===== src/hdl/smrt_pkg.sv =====
// ============================================================================
// Range table package
// Shared types and codes for the sorted, merged range table.
// ============================================================================
package smrt_pkg;

  // One stored range, lower bound in the upper half of the word.
  typedef struct packed {
    logic [31:0] lo;
    logic [31:0] hi;
  } span_t;

  // Operation codes of an input beat.
  localparam logic OpInsert = 1'b0;
  localparam logic OpRead   = 1'b1;

  // Status codes of a result beat.
  typedef enum logic [1:0] {
    STATUS_OK    = 2'd0,
    STATUS_FULL  = 2'd1,
    STATUS_RANGE = 2'd2
  } status_e;

  // Sequencer states.
  typedef enum logic [2:0] {
    S_IDLE,
    S_INS_RD,
    S_INS_CMP,
    S_INS_MERGE,
    S_INS_FLUSH,
    S_RD_REQ,
    S_RD_DATA,
    S_RESP
  } smrt_state_e;

  // Flags of the shared compare unit.
  typedef struct packed {
    logic after;    // a sorts after b
    logic touch;    // b overlaps or is adjacent to a
    logic hi_less;  // a.hi below b.hi
  } cmp_res_t;

endpackage


===== src/hdl/smrt_cmp.sv =====
// ============================================================================
// Range compare unit
// Sort order, adjacency and upper-bound compare on two ranges.
// ============================================================================
module smrt_cmp (
  input  smrt_pkg::span_t    a_i,
  input  smrt_pkg::span_t    b_i,
  output smrt_pkg::cmp_res_t res_o
);
  import smrt_pkg::*;

  // A lower bound of zero always touches; otherwise lo - 1 never wraps.
  assign res_o.after   = {a_i.lo, a_i.hi} > {b_i.lo, b_i.hi};
  assign res_o.touch   = (b_i.lo == 32'd0) || (a_i.hi >= (b_i.lo - 32'd1));
  assign res_o.hi_less = a_i.hi < b_i.hi;

endmodule


===== config.mk =====
export PLATFORM = sky130hd
export DESIGN_NAME = smrt_cmp
export DESIGN_NICKNAME = d
export VERILOG_FILES = /design/src/hdl/smrt_pkg.sv /design/src/hdl/smrt_cmp.sv
export SDC_FILE = /design/constraint.sdc
export NUM_CORES = 1
export LEC_CHECK = 0
export BUFFER_PORTS_ARGS = -buffer_cell sky130_fd_sc_hd__buf_2
export CAP_MARGIN = 20
export CORE_MARGIN = 8
export CORE_UTILIZATION = 45
export DETAILED_ROUTE_END_ITERATION = 6
export PLACE_DENSITY = 0.8
export SYNTH_ARGS = -nofsm -noshare
export SYNTH_HDL_FRONTEND = slang
export SYNTH_SLANG_ARGS = --single-unit

===== constraint.sdc =====
create_clock -name vclk -period 2.8
set_input_delay 0.14 -clock vclk [all_inputs]
set_output_delay 0.14 -clock vclk [all_outputs]
set_load 0.02 [all_outputs]

* Word level (Yosys, flattened, before mapping)
Index checks and enable logic that the tools add are counted.
** Cells by class
- $add $sub $neg :: 1
- $mul :: 0
- Div/mod/pow operators :: 0
- $lt $le $gt $ge :: 3
- Eq/ne operators :: 0
- Shift operators :: 0
- Multiplexer cells :: 0
- Bitwise gates (word level) :: 0
- Reduce and logical (&&, ||, !) cells :: 2
** Operators by type and width (count)
- $gt A64 B64 Y1 :: 1
- $ge A32 B32 Y1 :: 1
- $logic_not A32 Y1 :: 1
- $lt A32 B32 Y1 :: 1
- $sub A32 B1 Y32 const B :: 1
- $logic_or A1 B1 Y1 :: 1
** Storage, ports and cells
- Register bits :: 0
- Latch bits :: 0
- RAM bits :: 0
- Bits in read-only memories :: 0
- Bits of input ports :: 128
- Output and inout bits :: 3
- Memories kept :: 0

* Logic depth before layout (Yosys ltp)
Gate-level depths: netlist of run 1.
- Depth in word-level cells :: 3
- Gate-level depth with buffers :: 14
- Gate-level depth less buffers :: 14

* Worst setup path before layout of run 1
No wires, ideal clock.
- Kind :: input-to-output
- Start :: in b_i[32] in the netlist's numbering
- End :: out res_o[1] in the netlist's numbering
- Arrival :: 2.935 ns
- Required time :: 2.660 ns
- Path slack :: -0.275 ns
- Cell stages on the path :: 13
- Cells stage by stage :: inv_1 -> ha_1 -> or4b_1 -> nor3_1 -> nand2_1 -> nor4_2 -> xnor2_1 -> ha_1 -> o21a_1 -> a21oi_1 -> o21ai_0 -> a221oi_1 -> o21ai_1
** RTL lines
- from (decl) :: line smrt_cmp.sv:7 : input smrt_pkg::span_t b_i,
- to (decl) :: line smrt_cmp.sv:8 : output smrt_pkg::cmp_res_t res_o

==> results of run 1 <==
-- worst paths after layout --
check                  end  slack [ns]     from
setup / recovery  res_o[1]       -0.37  b_i[44]
hold / removal    res_o[1]        0.90  a_i[31]
-- worst max-delay path: cells and delay by family --
family | cells | cell delay [ns]
simple gates | 6 | 1.70
buf+inv | 3 | 0.39
compound gates | 2 | 0.35
fa+ha+maj | 1 | 0.33
xor+xnor | 1 | 0.12
-- kinds of logic after synthesis --
family                     Yosys count  synth area share (%)
and+or+nand+nor                    106                  22.0
adders and majority gates           97                  42.7
AOI/OAI and AO/OA                   86                  18.0
buffers and inverters               65                  8.59
xor gates and xnor gates            28                  8.63
-- layout by cell type (no fill, tap or decap), drive strengths merged, types with 4 or more instances in the layout --
master	Yosys	final
ha	97	97
nand4	21	21
nor3	10	10
nor2	16	16
o21ai	18	18
buf	0	180
nor4	14	14
nand3	6	6
xnor2	28	28
a211oi	5	5
a21o	12	12
or4	4	4
nand2b	4	4
a21oi	38	38
nand2	21	21
inv	65	65
-- metrics by stage --
step | worst slack, ns | utilization, % | hold slack (ns) | cells
2_1_floorplan | -0.249 | - | 0.624 | 382
3_3_place_gp | -0.455 | 63.4 | 0.872 | 638
3_5_place_dp | -0.589 | 63.4 | 0.878 | 638
4_1_cts | -0.322 | 65.4 | 0.881 | 639
5_1_grt | -0.496 | 65.6 | 0.940 | 639
6_report | -0.369 | 65.7 | 0.896 | 640
-- power by group through the flow --
stage                     clock network (W)  registers, W  logic (W)
after floorplan                           0             0   0.000277
after global placement                    0             0   0.000493
after detailed placement                  0             0   0.000523
after CTS                                 0             0   0.000541
after global routing                      0             0   0.000616
final                       0.0000000000478             0   0.000549
-- per-layer routing --
layer  wire [um]  share of wire (%)
met5           0                  0
met4         132                1.3
met3         680                6.8
met2        5150                 52
met1        3970                 40
-- what timing repair did --
| action | CTS | global route |
|---|---|---|
| buffers inserted | 1 | 0 |
| pin swaps | 11 | 1 |
| resized for setup | 27 | 4 |
| endpoints found under the setup margin | 1 | 1 |
-- area by class of cell --
type / count / area share [%]
Antenna cell: 1 / 0.0611
Tap cell: 77 / 2.35
Timing Repair Buffer: 180 / 25.3
Inverter: 65 / 5.95
Multi-Input combinational cell: 317 / 66.4
==> impl_results.md, run 1 <==
- Area leader, netlist: ha_1
- NetSw: 0.000284 W
- VDD IR max: 0.0816 mV
- Top-Level Pins: 131
- Initial DRC count: 157
- CP required: 2.66 ns
- Top cells by area, synth: ha_1, xnor2_1, inv_1
- GRT met3 Usage: 2.76%
- Max-capacitance violation count: 0
- Dpl hpwl: 8910 um
- Total power draw: 0.000549 W
- Met1 global-route usage: 24.0%
- Crit-path max cell delay: 0.56 ns
- Count of flip-flops and latches: 0
- Crit Path Max Fanout: 2
- Proportion of netlist area held by the largest area contributor: 42.7%
- Post-route cell area: 4100 um^2
- Placement Cell Area: 3960 um^2
- Fin. max-slew vios: 0
- Clock power frac: 0%
- Final net count: 789
- Die ar.: 9110 um^2
- Die extent in x: 95.4 um
- Rel. slew slack: 54.5%
- # DRC: 0
- Final wirelength: 9930 um
- Most instantiated cells after synthesis: ha_1, inv_1, a21oi_1, xnor2_1
- Vias in the first global route: 3676
- Smallest setup slack after layout: -0.369 ns
- GRT busiest layer: met2
- Flop pwr share: 0%
- Row count: 29
- IO buf count: 131
- Fill count: 525
- Synth Area per Inst: 7.44 um^2
- Fin. Hold Viols: 0
- WL/cell: 15.5 um
- Core area: 6240 um^2
- CP arrival: 3.03 ns
- Failing checks: negative setup slack
- Register area: 0 um^2
- CP endpoint kind: output port
- Tcrit/Tclk final: 113%
- Layout cell share with drive strength beyond 1: 37.2%
- Starting density of the core: 45.5%
- Mapped Cells: 382
- Drt via density: 5.45
- Total grt overflow: 0
- CP max-delay cell: or4_4
- Crit start category: input pin
- Vias post-DR: 3486
- Pin count of the biggest net entering global routing: 6
- Syn Nets: 607
- Multi-input gate area: 2720 um^2
- Yosys cell types: 34
- Layout clock buffers: 0
- Fmax: 0.316 GHz
- Leakage: 2.29 nW
- Synth-to-layout area growth: 44.3%
- Register area share after synthesis: 0%
- Setup TNS: -0.369 ns
- Worst Tran Pin Value: 0.677 ns
- Sw frac: 51.7%
- M2 GR Usage: 39.9%
- Synthesis Warnings: 0
- CTS Hold Buffers Added: 0
- Die H: 95.4 um
- Cell Chain, Critical Path: buf_6 -> or4_4 -> nor4_4 -> nand4b_4 -> or4_4 -> buf_6 -> nor4_4 -> xnor2_1 -> ha_1 -> and2_4 -> a221oi_2 -> o21ai_1 -> buf_4
- ANT nets after route: 0
- Power Dens Cells: 134 nW/um^2
- First-pass GRT wire length: 15900 um
- Mapped cell area: 2840 um^2
- RSZ-0062 raised after global routing: true
- Hold path depth: 6
- Total GRT Usage: 20.9%
- Top-count cell post-synth: ha_1
- Final setup fails: 1
- Antenna violations before repair: 0
- Status: complete, but fails checks
- Int Power: 0.000265 W
- Combinational share of power: 100.0%
- Placer Congestion: 0.885
- Tmin final: 3.17 ns
- First-pass DRT Iterations: 4
- Setup CP Type: input pin to output port
- Hold Path Class: input pin to output port
No activity file was read; power rests on OpenSTA's default activity.
==> inputs of run 2 (changes only) <==
--- a/config.mk
+++ b/config.mk
@@ -6,11 +6,13 @@
 export NUM_CORES = 1
 export LEC_CHECK = 0
 export BUFFER_PORTS_ARGS = -buffer_cell sky130_fd_sc_hd__buf_2
-export CAP_MARGIN = 20
+export CAP_MARGIN = 0
+export CELL_PAD_IN_SITES_DETAIL_PLACEMENT = 1
+export CELL_PAD_IN_SITES_GLOBAL_PLACEMENT = 2
 export CORE_MARGIN = 8
-export CORE_UTILIZATION = 45
+export CORE_UTILIZATION = 24
 export DETAILED_ROUTE_END_ITERATION = 6
-export PLACE_DENSITY = 0.8
+export PLACE_DENSITY_LB_ADDON = 0.1
 export SYNTH_ARGS = -nofsm -noshare
 export SYNTH_HDL_FRONTEND = slang
 export SYNTH_SLANG_ARGS = --single-unit
==> run 2 against run 1 <==
The flow still finishes with violations (negative setup slack). Setup slack better by 0.054 ns. Combinational power up 3%. Cell count rose by 11%. Via count decreased by 3.3%. Critical path type unchanged. Maximum frequency grew 1.7%. Routed wire length is 13% higher. Global-route usage decreased by 6.9 points.
==> impl_results.md, run 2 (synthesis gave the netlist of run 1 again) <==
- First-pass GRT wire length: 18400 um (was 15900 um)
- Count of flip-flops and latches: 0 (unchanged)
- Cell Chain, Critical Path: buf_6 -> or4_4 -> nor4_4 -> nand4b_4 -> buf_6 -> nor4_4 -> xnor2_1 -> ha_1 -> a21oi_1 -> o21ai_1 -> a21oi_2 -> o21ai_1 -> a221oi_2 -> o21ai_1 -> buf_4 (was buf_6 -> or4_4 -> nor4_4 -> nand4b_4 -> or4_4 -> buf_6 -> nor4_4 -> xnor2_1 -> ha_1 -> and2_4 -> a221oi_2 -> o21ai_1 -> buf_4)
- Die H: 125 um (was 95.4 um)
- Die ar.: 15600 um^2 (was 9110 um^2)
- Delay-heaviest family, CP: simple AND/OR/NAND/NOR gates (unchanged)
- Crit start category: input pin (unchanged)
- NetSw: 0.000293 W (was 0.000284 W)
- Register area: 0 um^2 (unchanged)
- Layout Utilization: 37.8% (was 65.7%)
- Max-capacitance violation count: 0 (unchanged)
- Synth-to-layout area growth: 52.6% (was 44.3%)
- Dpl hpwl: 10500 um (was 8910 um)
- RSZ-0062 raised after global routing: true (unchanged)
- Placement Cell Area: 4080 um^2 (was 3960 um^2)
- Setup TNS: -0.316 ns (was -0.369 ns)
- Setup CP Type: input pin to output port (unchanged)
- Commonest cells after routing, fill and taps aside: buf_2, ha_1, inv_1 (unchanged)
- Rel. slew slack: 53.8% (was 54.5%)
- Row count: 39 (was 29)
- Placer Congestion: 0.791 (was 0.885)
- Hold Startpoint: a_i[31] (unchanged)
- # DRC: 0 (unchanged)
- Fin. Hold Viols: 0 (unchanged)
- IO buf count: 131 (unchanged)
- Flop pwr share: 0% (about the same)
- First-pass DRT Iterations: 4 (unchanged)
- VDD IR max: 0.0436 mV (was 0.0816 mV)
- Vias post-DR: 3371 (was 3486)
- CP endpoint kind: output port (unchanged)
- Die extent in x: 125 um (was 95.4 um)
- Initial DRC count: 63 (was 157)
- Tcrit/Tclk final: 111% (was 113%)
- # diodes: 0 (was 1)
- Layout cell share with drive strength beyond 1: 40.4% (was 37.2%)
- CP required: 2.66 ns (about the same)
- Commonest non-fill, non-tap cell in the layout: buf_2 (unchanged)
- Starting density of the core: 24.8% (was 45.5%)
- Top-Level Pins: 131 (unchanged)
- Buf/Inv on CP: 3 (unchanged)
- Worst Tran Pin Value: 0.686 ns (was 0.677 ns)
- Post-route cell area: 4340 um^2 (was 4100 um^2)
- Hold path depth: 6 (unchanged)
- Crit Path Max Fanout: 5 (was 2)
- CP most frequent cell: o21ai_1
- Int Power: 0.000274 W (was 0.000265 W)
- Fill count: 1424 (was 525)
- Smallest setup slack after layout: -0.316 ns (was -0.369 ns)
- Hold Path Class: input pin to output port (unchanged)
- Core area: 11500 um^2 (was 6240 um^2)
- Crit-path max cell delay: 0.57 ns (was 0.56 ns)
- Tmin final: 3.12 ns (was 3.17 ns)
- Combinational share of power: 100.0% (about the same)
- Sw frac: 51.7% (about the same)
- Final setup fails: 1 (unchanged)
- Total GRT Usage: 13.9% (was 20.9%)
- Status: complete, but fails checks (unchanged)
- Worst Hold Path EP: res_o[1] (unchanged)
- ANT nets after route: 0 (unchanged)
- Final net count: 797 (was 789)
- Fmax: 0.321 GHz (was 0.316 GHz)
- Leakage: 2.38 nW (was 2.29 nW)
- CP arrival: 2.98 ns (was 3.03 ns)
- Antenna violations before repair: 0 (unchanged)
- Vias in the first global route: 3763 (was 3676)
- Total grt overflow: 0 (unchanged)
- Multi-input gate area: 2810 um^2 (was 2720 um^2)
- CP max-delay cell: or4_4 (unchanged)
- WL/cell: 15.8 um (was 15.5 um)
- Fin. max-slew vios: 0 (unchanged)
- Pin count of the biggest net entering global routing: 6 (unchanged)
- Failing checks: negative setup slack (unchanged)
- Layout clock buffers: 0 (unchanged)
- Final wirelength: 11300 um (was 9930 um)
- Power Dens Cells: 131 nW/um^2 (was 134 nW/um^2)
- Post-place setup slack: -0.709 ns (was -0.589 ns)
- Clock power frac: 0% (about the same)
- Drt via density: 4.73 (was 5.45)
-- run 2: cell types whose count changed in the layout (fill, tap and decap cells not counted), moves of 3 or more --
| cell | before | now |
|---|---|---|
| ha_1 | 97 | 94 |
| ha_2 | 0 | 3 |
| xnor2_2 | 0 | 3 |
| buf_4 | 49 | 54 |
| xnor2_1 | 28 | 25 |
| buf_6 | 2 | 5 |
-- run 2: what timing repair did --
action / CTS / global route
hold buffers: 0 / 0
setup endpoints to repair: 1 / 1
resized for setup: 51 / 1
setup buffers: 4 / 0
pin swaps: 26 / 0
-- run 2: per-layer routing --
metal	up-vias	GRT usage, %	part of all wire, %
met1	1530	18.9	50
met2	64	24.4	47
met5	-	0	0
met4	0	0	0
li1	1777	-	-
met3	0	1.45	3.2
-- run 2: power groups by stage --
| stage | sequential, W | combinational, W | clock (W) |
|---|---|---|---|
| floorplan | 0 | 0.000277 | 0 |
| global placement | 0 | 0.000525 | 0 |
| detailed placement | 0 | 0.000543 | 0 |
| CTS | 0 | 0.000575 | 0 |
| global route | 0 | 0.000647 | 0 |
| finish | 0 | 0.000568 | 0 |
-- run 2: area by class of cell --
cell class / instances / area share [%]
multi-input combinational: 317 / 64.7
timing repair buffer: 188 / 25.5
inverter: 65 / 5.63
tap: 143 / 4.13
-- run 2: tightest hold or removal path: cells and delay by family --
kind                     cells  cell delay [ns]
AO/OA/AOI/OAI                3             0.20
buffers and inverters        2             0.25
adder cells (fa/ha/maj)      1             0.14
-- run 2: worst max-delay path by stage --
stage,start,end,slack [ns],cells past startpoint
finish,b_i[44],res_o[1],-0.32,15
global route,b_i[32],res_o[1],-0.52,17
CTS,b_i[44],res_o[1],-0.33,13
detailed placement,b_i[45],res_o[1],-0.71,15
global placement,b_i[45],res_o[1],-0.55,15
floorplan,b_i[45],res_o[1],-0.25,12
-- run 2: stage by stage --
| stage | hold slack (ns) | total power, W | cells |
|---|---|---|---|
| global placement | 0.909 | 0.000525 | 709 |
| floorplan | 0.624 | 0.000277 | 382 |
| CTS | 0.884 | 0.000575 | 713 |
| detailed placement | 0.903 | 0.000543 | 709 |
| finish | 0.869 | 0.000568 | 713 |
| global route | 0.950 | 0.000647 | 713 |
